[config.mk]
export PLATFORM = sky130hd
export DESIGN_NAME = telemetry_line_parser_top
export DESIGN_NICKNAME = d
export VERILOG_FILES = /design/src/tlp_pkg.sv /design/src/telemetry_line_parser_top.sv
export VERILOG_INCLUDE_DIRS = /design/src /design/src/src
export SDC_FILE = /design/constraint.sdc
export NUM_CORES = 1
export LEC_CHECK = 0
export BUFFER_PORTS_ARGS = -buffer_cell sky130_fd_sc_hd__buf_2
export CAP_MARGIN = 20
export CORE_ASPECT_RATIO = 0.9
export CORE_MARGIN = 2
export CORE_UTILIZATION = 35
export CTS_CLUSTER_DIAMETER = 30
export DETAILED_ROUTE_END_ITERATION = 6
export PLACE_DENSITY_LB_ADDON = 0.25
export SYNTH_ARGS = -nofsm -noshare
export SYNTH_HDL_FRONTEND = slang
export SYNTH_SLANG_ARGS = --single-unit
[constraint.sdc]
create_clock -name clk_i -period 13.64 [get_ports clk_i]
set_input_delay 1.364 -clock clk_i [delete_from_list [all_inputs] [get_ports clk_i]]
set_output_delay 1.364 -clock clk_i [all_outputs]
set_load 0.03 [all_outputs]
[src/telemetry_line_parser_top_defines.svh]
// Assertion macros for the telemetry line parser.
`ifndef TELEMETRY_LINE_PARSER_TOP_DEFINES_SVH
`define TELEMETRY_LINE_PARSER_TOP_DEFINES_SVH

// Concurrent check on an explicit clock and active-low reset.
`define TLP_ASSERT_CLK(label, clk, rst_n, prop, msg) \
  label: assert property (@(posedge clk) disable iff (!rst_n) prop) else $error(msg);

// Concurrent check on clk_i and rst_ni.
`define TLP_ASSERT(label, prop, msg) \
  `TLP_ASSERT_CLK(label, clk_i, rst_ni, prop, msg)

`endif

[src/tlp_pkg.sv]
// Types and constants for the telemetry line parser.
package tlp_pkg;

  localparam int unsigned VALUE_W    = 14;
  localparam int unsigned NUM_VALUES = 6;
  localparam int unsigned TOKEN_W    = 3;
  localparam int unsigned CHAR_W     = 8;

  localparam logic [TOKEN_W-1:0] NUM_TOKENS = 3'd7;
  localparam logic [VALUE_W-1:0] VALUE_MAX  = 14'd9999;

  localparam logic [CHAR_W-1:0] CHAR_C     = 8'h43;
  localparam logic [CHAR_W-1:0] CHAR_V     = 8'h56;
  localparam logic [CHAR_W-1:0] CHAR_PLUS  = 8'h2b;
  localparam logic [CHAR_W-1:0] CHAR_NL    = 8'h0a;
  localparam logic [CHAR_W-1:0] CHAR_COMMA = 8'h2c;
  localparam logic [CHAR_W-1:0] CHAR_NUL   = 8'h00;
  localparam logic [CHAR_W-1:0] CHAR_0     = 8'h30;
  localparam logic [CHAR_W-1:0] CHAR_9     = 8'h39;

  typedef logic [NUM_VALUES-1:0][VALUE_W-1:0] values_t;

  typedef struct packed {
    logic [CHAR_W-1:0] mode_char;
    values_t           values;
  } result_t;

endpackage

[src/telemetry_line_parser_top.sv]
// Telemetry line parser: byte-at-a-time line tokenizer with result buffering.
//
// Takes one received byte per cycle while in_stall_o is low. A 'C', 'V' or '+'
// starts a line; commas split it into tokens, token 0 gives the mode character
// and tokens 1 to 6 give decimal values (leading digits of at most
// FIELD_CHARS-1 kept characters, saturating at 9999). A newline that ends an
// open line commits the fields present in it and produces one result, which
// waits in the skid register while the output register holds an untaken one;
// fields a line lacks keep earlier values. Lines longer than LINE_CHARS characters
// are dropped silently. The parse state is registered from each taken byte and
// the current state; the result path is an output register backed by a skid
// register, so in_stall_o rises only while both hold results not yet taken.
module telemetry_line_parser_top #(
  parameter int unsigned LINE_CHARS  = 32,
  parameter int unsigned FIELD_CHARS = 5
) (
  input  logic                         clk_i,
  input  logic                         rst_ni,
  input  logic                         in_valid_i,
  output logic                         in_stall_o,
  input  logic [tlp_pkg::CHAR_W-1:0]   rx_byte_i,
  output logic                         out_valid_o,
  input  logic                         out_stall_i,
  output logic [tlp_pkg::CHAR_W-1:0]   mode_char_o,
  output logic [tlp_pkg::VALUE_W-1:0]  steam_temp_o,
  output logic [tlp_pkg::VALUE_W-1:0]  target_temp_o,
  output logic [tlp_pkg::VALUE_W-1:0]  exchanger_temp_o,
  output logic [tlp_pkg::VALUE_W-1:0]  boost_countdown_o,
  output logic [tlp_pkg::VALUE_W-1:0]  heater_on_o,
  output logic [tlp_pkg::VALUE_W-1:0]  pump_on_o
);
  import tlp_pkg::*;

  `include "telemetry_line_parser_top_defines.svh"

  localparam int unsigned CNT_W  = $clog2(LINE_CHARS + 1);
  localparam int unsigned LEN_W  = $clog2(FIELD_CHARS);
  localparam int unsigned PROD_W = VALUE_W + 4;
  localparam logic [CNT_W-1:0] LINE_MAX = CNT_W'(LINE_CHARS);
  localparam logic [LEN_W-1:0] KEEP_MAX = LEN_W'(FIELD_CHARS - 1);

  // parse state
  logic               in_line_q, in_line_d;
  logic [CNT_W-1:0]   char_count_q, char_count_d;
  logic [TOKEN_W-1:0] token_number_q, token_number_d;
  logic               token_open_q, token_open_d;
  logic [LEN_W-1:0]   token_length_q, token_length_d;
  logic               digits_ended_q, digits_ended_d;
  logic               text_ended_q, text_ended_d;
  logic [CHAR_W-1:0]  line_mode_q, line_mode_d;
  values_t            line_values_q, line_values_d;
  logic [CHAR_W-1:0]  mode_value_q, mode_value_d;
  values_t            field_values_q, field_values_d;

  // result buffering
  logic    out_valid_q, skid_valid_q;
  result_t out_q, skid_q, result;

  logic               in_acc, out_take, emit, new_res;
  logic [CHAR_W-1:0]  c;
  logic [TOKEN_W-1:0] val_idx;
  logic [VALUE_W-1:0] cur_val;
  logic [PROD_W-1:0]  prod;

  assign c        = rx_byte_i;
  assign in_stall_o = skid_valid_q;
  assign in_acc   = in_valid_i && !skid_valid_q;
  assign out_take = out_valid_q && !out_stall_i;
  assign new_res  = in_acc && emit;

  always_comb begin
    in_line_d      = in_line_q;
    char_count_d   = char_count_q;
    token_number_d = token_number_q;
    token_open_d   = token_open_q;
    token_length_d = token_length_q;
    digits_ended_d = digits_ended_q;
    text_ended_d   = text_ended_q;
    line_mode_d    = line_mode_q;
    line_values_d  = line_values_q;
    mode_value_d   = mode_value_q;
    field_values_d = field_values_q;
    emit           = 1'b0;
    val_idx        = token_number_q - 3'd1;
    cur_val        = '0;
    prod           = '0;

    // a start character restarts the line even mid-line
    if (c == CHAR_C || c == CHAR_V || c == CHAR_PLUS) begin
      in_line_d      = 1'b1;
      char_count_d   = '0;
      token_number_d = '0;
      token_open_d   = 1'b0;
      token_length_d = '0;
      digits_ended_d = 1'b0;
      text_ended_d   = 1'b0;
      line_mode_d    = '0;
      line_values_d  = '0;
    end

    val_idx = token_number_d - 3'd1;
    cur_val = line_values_d[val_idx];
    prod    = (PROD_W'(cur_val) << 3) + (PROD_W'(cur_val) << 1)
              + PROD_W'(c - CHAR_0);

    if (in_line_d) begin
      if (c != CHAR_NL) begin
        if (char_count_d < LINE_MAX) begin
          char_count_d = char_count_d + 1'b1;
          if (!text_ended_d) begin
            if (c == CHAR_NUL) begin
              text_ended_d = 1'b1;
            end else if (c == CHAR_COMMA) begin
              if (token_open_d) begin
                token_open_d = 1'b0;
                if (token_number_d < NUM_TOKENS) begin
                  token_number_d = token_number_d + 1'b1;
                end
              end
            end else begin
              if (!token_open_d) begin
                token_open_d   = 1'b1;
                token_length_d = '0;
                digits_ended_d = 1'b0;
              end
              if (token_length_d < KEEP_MAX) begin
                if (token_number_d == '0) begin
                  if (token_length_d == '0) begin
                    line_mode_d = c;
                  end
                end else if (token_number_d < NUM_TOKENS && !digits_ended_d) begin
                  if (c >= CHAR_0 && c <= CHAR_9) begin
                    line_values_d[val_idx] = (prod > PROD_W'(VALUE_MAX)) ?
                                             VALUE_MAX : prod[VALUE_W-1:0];
                  end else begin
                    digits_ended_d = 1'b1;
                  end
                end
                token_length_d = token_length_d + 1'b1;
              end
            end
          end
        end else begin
          // overlong line: dropped, this byte ignored
          in_line_d      = 1'b0;
          char_count_d   = '0;
          token_number_d = '0;
          token_open_d   = 1'b0;
          token_length_d = '0;
          digits_ended_d = 1'b0;
          text_ended_d   = 1'b0;
          line_mode_d    = '0;
          line_values_d  = '0;
        end
      end else begin
        // newline: commit tokens that the line holds
        if (token_number_d != '0 || token_open_d) begin
          mode_value_d = line_mode_d;
        end
        for (int i = 0; i < NUM_VALUES; i++) begin
          if (TOKEN_W'(i + 1) < token_number_d ||
              (token_open_d && TOKEN_W'(i + 1) == token_number_d)) begin
            field_values_d[i] = line_values_d[i];
          end
        end
        emit           = 1'b1;
        in_line_d      = 1'b0;
        char_count_d   = '0;
        token_number_d = '0;
        token_open_d   = 1'b0;
        token_length_d = '0;
        digits_ended_d = 1'b0;
        text_ended_d   = 1'b0;
        line_mode_d    = '0;
        line_values_d  = '0;
      end
    end
  end

  assign result.mode_char = mode_value_d;
  assign result.values    = field_values_d;

  always_ff @(posedge clk_i or negedge rst_ni) begin
    if (!rst_ni) begin
      in_line_q      <= 1'b0;
      char_count_q   <= '0;
      token_number_q <= '0;
      token_open_q   <= 1'b0;
      token_length_q <= '0;
      digits_ended_q <= 1'b0;
      text_ended_q   <= 1'b0;
      line_mode_q    <= '0;
      line_values_q  <= '0;
      mode_value_q   <= '0;
      field_values_q <= '0;
    end else if (in_acc) begin
      in_line_q      <= in_line_d;
      char_count_q   <= char_count_d;
      token_number_q <= token_number_d;
      token_open_q   <= token_open_d;
      token_length_q <= token_length_d;
      digits_ended_q <= digits_ended_d;
      text_ended_q   <= text_ended_d;
      line_mode_q    <= line_mode_d;
      line_values_q  <= line_values_d;
      mode_value_q   <= mode_value_d;
      field_values_q <= field_values_d;
    end
  end

  // output register plus skid register
  always_ff @(posedge clk_i or negedge rst_ni) begin
    if (!rst_ni) begin
      out_valid_q  <= 1'b0;
      skid_valid_q <= 1'b0;
    end else if (skid_valid_q) begin
      if (out_take) begin
        out_valid_q  <= 1'b1;
        skid_valid_q <= 1'b0;
      end
    end else if (!out_valid_q || out_take) begin
      out_valid_q <= new_res;
    end else if (new_res) begin
      skid_valid_q <= 1'b1;
    end
  end

  always_ff @(posedge clk_i) begin
    if (skid_valid_q) begin
      if (out_take) begin
        out_q <= skid_q;
      end
    end else if (!out_valid_q || out_take) begin
      if (new_res) begin
        out_q <= result;
      end
    end else if (new_res) begin
      skid_q <= result;
    end
  end

  assign out_valid_o       = out_valid_q;
  assign mode_char_o       = out_q.mode_char;
  assign steam_temp_o      = out_q.values[0];
  assign target_temp_o     = out_q.values[1];
  assign exchanger_temp_o  = out_q.values[2];
  assign boost_countdown_o = out_q.values[3];
  assign heater_on_o       = out_q.values[4];
  assign pump_on_o         = out_q.values[5];

  `TLP_ASSERT(a_skid_behind_out, skid_valid_q |-> out_valid_q, "skid holds item with empty output")
  `TLP_ASSERT(a_idle_clean, !in_line_q |-> char_count_q == '0 && token_number_q == '0, "not idle")
  `TLP_ASSERT(a_count_bound, char_count_q <= LINE_MAX, "line count overran")
  `TLP_ASSERT(a_newline_emits, (in_acc && in_line_q && c == CHAR_NL) |=> out_valid_q, "no result")

endmodule
* Word level (Yosys, flattened, before mapping)
Index checks and enable logic that the tools add are counted.
** Cells by class
- Add/sub/neg operators :: 7
- Magnitude comparators :: 14
- Equal/unequal tests :: 12
- Mux-type cells :: 114
- Bitwise logic cells :: 2
- Reduce and logical (&&, ||, !) cells :: 35
** Operators by type and width (count)
- 84-bit two-way mux :: 13
- 92-bit two-way mux :: 4
- 14-bit two-way mux :: 9
- 8-bit two-way mux :: 13
- 84-bit bitwise mux :: 1
- 3-bit two-way mux :: 24
- 1-bit two-way mux :: 44
- 14-bit binary-select mux with 3-bit select :: 1
- 14-bit demux with 3-bit select :: 1
- 6-bit two-way mux :: 4
- 17-bit by 15-bit adder with 18-bit output :: 1
- 18-bit adder :: 1
- 18-bit by 14-bit > comparator with 1-bit output (second input constant) :: 1
- 8-bit by 6-bit equality test with 1-bit output (second input constant) :: 2
- 8-bit by 7-bit equality test with 1-bit output (second input constant) :: 2
- 1-bit logical AND :: 12
- 1-bit logical OR :: 10
- 3-bit equality test (first input constant) :: 3
- 3-bit < comparator (first input constant) :: 3
- 8-bit by 6-bit subtractor with 9-bit output (second input constant) :: 1
- 8-bit by 6-bit >= comparator with 1-bit output (second input constant) :: 1
- 8-bit by 6-bit <= comparator with 1-bit output (second input constant) :: 1
- 8-bit logical NOT :: 1
- 8-bit by 4-bit != test with 1-bit output (second input constant) :: 1
- 19 further kinds :: 30
** Storage, ports and cells
- Register bits :: 386
- Bits of input ports :: 12
- Output and inout port bits :: 94
- Logic and storage cells :: 221

* Logic depth before layout (Yosys ltp)
- Depth in word-level cells :: 22
- Gate-level depth with buffers :: 31
- Gate-level depth less buffers :: 25

* Worst setup path after synthesis
OpenSTA, ideal clock, no wires.
- Kind :: input -> register
- Start :: input port rx_byte_i[4] (netlist name)
- End :: register out_q (netlist bit boost_countdown_o[0]), enable pin
- Library setup time :: 0.573 ns
- Arrival :: 7.513 ns
- Required time :: 13.067 ns
- Slack :: 5.554 ns
- Stages on the path :: 9
- Buffers on the path :: 1
- Path through :: inv_1 > ha_1 > or4b_2 > nor3_2 > o21ai_1 > clkbuf_1 > nor2_1 > a21oi_1 > a21oi_1
** Between the ends
- Cells in the longest elaborated chain, start to end :: 8
- Elaborated cells on any way between the ends :: 12
- Classes of those cells :: eq/ne (4); mux (3); reduce/logical (5)
** Ends and longest elaborated chain
- from (decl) :: line telemetry_line_parser_top.sv:21 : input logic [tlp_pkg::CHAR_W-1:0] rx_byte_i,
- 8-bit by 7-bit equality test with 1-bit output :: line telemetry_line_parser_top.sv:89 : if (c == CHAR_C || c == CHAR_V || c == CHAR_PLUS) begin
- 1-bit logical OR (2 in a row) :: line telemetry_line_parser_top.sv:89
- 1-bit two-way mux :: line telemetry_line_parser_top.sv:89
- 1-bit two-way mux (*) :: line telemetry_line_parser_top.sv:106 : if (in_line_d) begin
- 1-bit logical AND (*) :: line telemetry_line_parser_top.sv:69 : assign new_res = in_acc && emit;
- 2-bit nonzero test (no source line) (*)
- 3-bit AND reduction (no source line) (*)
- to (signal assigned) :: line telemetry_line_parser_top.sv:231 : out_q <= skid_q;
- to (signal assigned) :: line telemetry_line_parser_top.sv:235 : out_q <= result;
- to (decl) :: line telemetry_line_parser_top.sv:57 : result_t out_q, skid_q, result;
Every way passes the cells marked *; elsewhere a longest branch is shown, timed or not.
A chain may end at the register's enable or synchronous reset.

* Worst setup path in the final report
- Start :: input port rx_byte_i[4] (netlist name)
- End :: register line_values_q[73] (netlist name)
** Between the ends
- Cells in the longest elaborated chain, start to end :: 22
- Elaborated cells on any way between the ends :: 63
- Classes of those cells :: add/sub (4); order compare (8); eq/ne (5); mux (38); reduce/logical (8)
** Ends and longest elaborated chain
- 8-bit by 7-bit equality test with 1-bit output :: line telemetry_line_parser_top.sv:89
- 1-bit logical OR (2 in a row) :: line telemetry_line_parser_top.sv:89
- 3-bit two-way mux / 1-bit two-way mux (equally long branches) :: line telemetry_line_parser_top.sv:89
- 3-bit by 1-bit subtractor with 3-bit output / 1-bit two-way mux (equally long branches) :: line telemetry_line_parser_top.sv:101, telemetry_line_parser_top.sv:121
- 14-bit binary-select mux with 3-bit select / 1-bit two-way mux (equally long branches) :: line telemetry_line_parser_top.sv:102, telemetry_line_parser_top.sv:113
- 14-bit two-way mux (implied by the code) / 1-bit two-way mux (equally long branches) :: line telemetry_line_parser_top.sv:102, telemetry_line_parser_top.sv:111
- 17-bit by 15-bit adder with 18-bit output / 1-bit two-way mux (equally long branches) :: line telemetry_line_parser_top.sv:103, telemetry_line_parser_top.sv:110
- 18-bit adder / 1-bit two-way mux (equally long branches) :: line telemetry_line_parser_top.sv:104, telemetry_line_parser_top.sv:108
- [5 not listed]
- 84-bit two-way mux :: line telemetry_line_parser_top.sv:127 : if (token_number_d == '0) begin
- 84-bit two-way mux :: line telemetry_line_parser_top.sv:126 : if (token_length_d < KEEP_MAX) begin
- 84-bit two-way mux :: line telemetry_line_parser_top.sv:113 : end else if (c == CHAR_COMMA) begin
- 84-bit two-way mux :: line telemetry_line_parser_top.sv:111 : if (c == CHAR_NUL) begin
- 84-bit two-way mux :: line telemetry_line_parser_top.sv:110 : if (!text_ended_d) begin
- 84-bit two-way mux :: line telemetry_line_parser_top.sv:108 : if (char_count_d < LINE_MAX) begin
- 84-bit two-way mux :: line telemetry_line_parser_top.sv:107 : if (c != CHAR_NL) begin
- 84-bit two-way mux (*) :: line telemetry_line_parser_top.sv:106
- to (signal assigned) :: line telemetry_line_parser_top.sv:205 : line_values_q <= line_values_d;
- to (decl) :: line telemetry_line_parser_top.sv:51 : values_t line_values_q, line_values_d;
Every way passes the cells marked *; elsewhere a longest branch is shown, timed or not. The select of a mux whose other input is x is not followed.

==> results.md <==
- Post-layout net count: 1,804
- H-tree depth: 3
- Rel. slew slack: 22.5%
- Period utilization: 65.1%
- Status: finished, final reports clean
- Max_cap viols: 0
- Starting DRT DRC Count: 1,312
- Grt ovf: 0
- EDFF count, synth: 184
- Required time of the critical path: 14.11 ns
- Area of the core: 53,300 um^2
- Total CTS buffers: 97
- Cell Area, Synth: 18,900 um^2
- Ys async rst share: 52.3%
- I/O pin total: 106
- Detailed Place HPWL: 41,500 um
- Post-CTS Setup Inserts: 0
- CP max-delay cell: nor2_1
- CTS tree: yes
- Startpoint types: primary input
- FP Rows: 80
- Skew-Pair Late Insertion Delay: 0.64 ns
- Via density: 5.51
- Critical path class: in -> reg
- Initial antenna violation count: 0
- Synth Warn #: 0
- Top_reg_cell synth: dfrtp_1
- Starting Density: 35.5%
- Root Buffer: clkbuf_16
- DRT antenna net count: 0
- DR WL/cell: 23.6 um
- RSZ-0062 raised after global routing: no
- Maximum fanout along the worst path: 32
- Min Tclk post-route: 8.88 ns
- Final WL: 59,700 um
- Clock Path Buffers: 3
- Hold-fix buffers, CTS: 0
- Post-CTS Resized: 0
- Synth cell types: 83
- Global placer's final weighted congestion: 0.941
- Total Power: 4.75 mW
- Slowest stage delay, CP: 0.77 ns
- Leakage power: 10.3 nW
- VDD IR max: 0.0000954 V
- Fmax: 0.113 GHz
- Vias: 13,941
- Clock Skews: 0.0232 ns
- Final slew viol count: 0
- Largest net degree at the start of global routing: 78
- PD cells: 200 nW/um^2
- Layout cells sized above 1: 29.5%
- WP data arrival: 9.36 ns
- Die area: 55,900 um^2
- Final setup viols: 0
- Top cell by count, worst path: inv_1
- Layout area overhead: 25.2%
- Actual slew at the worst max-slew pin: 1.15 ns
- Syn nets: 1,664
- Final hold violation count: 0
- First-pass GRT wire length: 91,400 um
- I/O Buffers: 105
- CTS Sinks: 386
- Vias in the first global route: 14,018
- DR DRC count: 0
- Seq/Total Area, Yosys: 55.9%
- Worst hold path class: reg -> reg
- Chip height: 225 um
- Mapped Cells: 1,607
- Number of detailed-route iterations in the first pass: 7
- Synthesized flop and latch total: 386
- # diodes: 0
- DIE WIDTH: 249 um
- Syn avg cell area: 11.8 um^2
- Reg clk slew, reported paths: 0.04 ns
- Crit end category: flop
- Overall Global Routing Usage: 21.6%
- TNS Setup: 0 ns
[cell type report]
type                       instances  area, um^2
clock buffer                     130        2680
clock inverter                    54         798
fill                            4952       29600
inverter                          44         165
multi-input combinational       1084        7830
sequential                       386       10600
tap                              697         872
timing repair buffer             134         764
[state kept, by name (all words and copies together) (netlist names), 14 cells and up]
register and flops:
boost_countdown_o 14, skid_q 92, target_temp_o 14, pump_on_o 14
exchanger_temp_o 14, heater_on_o 14, field_values_q 84, line_values_q 84
steam_temp_o 14
[cells in the mapped netlist, types with 9 or more instances]
library cell / count / area share, %
mux2_2: 220 / 13
dfrtp_1: 202 / 27
nand2_1: 200 / 4.0
edfxtp_1: 184 / 29
o21ai_0: 122 / 3.2
clkbuf_1: 70 / 1.4
nor2_1: 66 / 1.3
nand3_1: 61 / 1.6
a21oi_1: 54 / 1.4
inv_1: 43 / 0.85
ha_1: 32 / 2.1
a31oi_1: 28 / 0.93
nor3_1: 27 / 0.71
a22o_1: 25 / 1.2
o2bb2ai_1: 20 / 0.93
fa_1: 13 / 1.4
buf_2: 12 / 0.32
or3_1: 12 / 0.40
o211ai_1: 11 / 0.44
o21a_1: 10 / 0.40
o221ai_1: 10 / 0.46
xnor2_1: 10 / 0.46
a21o_1: 9 / 0.36
a32o_1: 9 / 0.48
and3_1: 9 / 0.30
nand4_1: 9 / 0.30
[worst paths after layout]
| kind | end | slack, ns | cells past startpoint | startpoint |
|---|---|---|---|---|
| min in group asynchronous | field_values_q[7] | 0.73 | 1 | rst_ni |
| worst max-delay path | line_values_q[73] | 4.76 | 28 | rx_byte_i[4] |
| worst min register to register | field_values_q[8] | 0.47 | 2 | field_values_q[8] |
| max in group asynchronous | in_stall_o | 11.47 | 2 | rst_ni |
| worst min-delay path | field_values_q[8] | 0.47 | 2 | field_values_q[8] |
| worst max register to register | line_values_q[73] | 6.17 | 24 | token_number_q[0] |
[layer usage]
layer,GRT usage (%),vias up,share of wire [%]
met2,33.5,501,46
met4,6.74,0,2.7
met1,30.5,7001,46
met3,4.19,108,6.0
met5,0,-,0
li1,-,6331,-
[cells by family after synthesis]
kind of cell	Yosys count	share of synthesized area [%]
flops	386	55.9
mux	226	13.5
fa+ha+maj	45	3.49
simple gates	428	10.4
compound gates	371	13.1
xor+xnor	14	0.648
buf+inv	137	2.90
[worst max-delay path, delay by kind of cell]
| kind | cells | cell delay [ns] |
|---|---|---|
| AO/OA/AOI/OAI | 9 | 2.37 |
| XOR/XNOR | 1 | 0.35 |
| adder cells (fa/ha/maj) | 4 | 1.34 |
| buffers and inverters | 8 | 1.68 |
| AND/OR/NAND/NOR | 6 | 2.25 |
[layout by cell type, fill, tap and decap left out, types with 8 or more instances in the layout]
cell / count
clkinvlp_4: 8
buf_2: 104
nand3_1: 61
xnor2_1: 10
buf_4: 28
dfrtp_1: 201
nor2_1: 65
clkbuf_8: 12
and3_1: 8
clkbuf_16: 98
a32o_1: 9
fa_1: 13
nand4_1: 9
o221ai_1: 10
a21oi_1: 53
o21a_1: 10
or3_1: 12
nand2_1: 200
a22o_1: 25
nor3_1: 27
o21ai_0: 121
nor4_1: 8
o211ai_1: 11
inv_1: 43
a31oi_1: 28
edfxtp_1: 184
o2bb2ai_1: 20
clkinv_2: 15
mux2_2: 220
clkbuf_1: 21
bufinv_16: 17
a21o_1: 9
ha_1: 32
[stage by stage]
stage	utilization [%]	setup WS (ns)	instances	hold WS, ns	instance area, um^2
after global placement	37.9	4.58	2344	0.452	20200
after floorplan	-	5.55	1607	0.440	18900
final	44.5	4.76	2529	0.467	23700
after CTS	44.5	5.02	2528	0.471	23700
after detailed placement	37.9	4.35	2344	0.459	20200
after global routing	44.5	4.44	2529	0.484	23700
[power breakdown]
group | leakage (nW) | internal (mW) | switching [mW]
combinational | 3.96 | 0.304 | 0.678
sequential | 4.66 | 1.29 | 0.0616
clock | 1.68 | 1.70 | 0.719
total | 10.3 | 3.29 | 1.46
No activity file was read; power rests on OpenSTA's default activity.
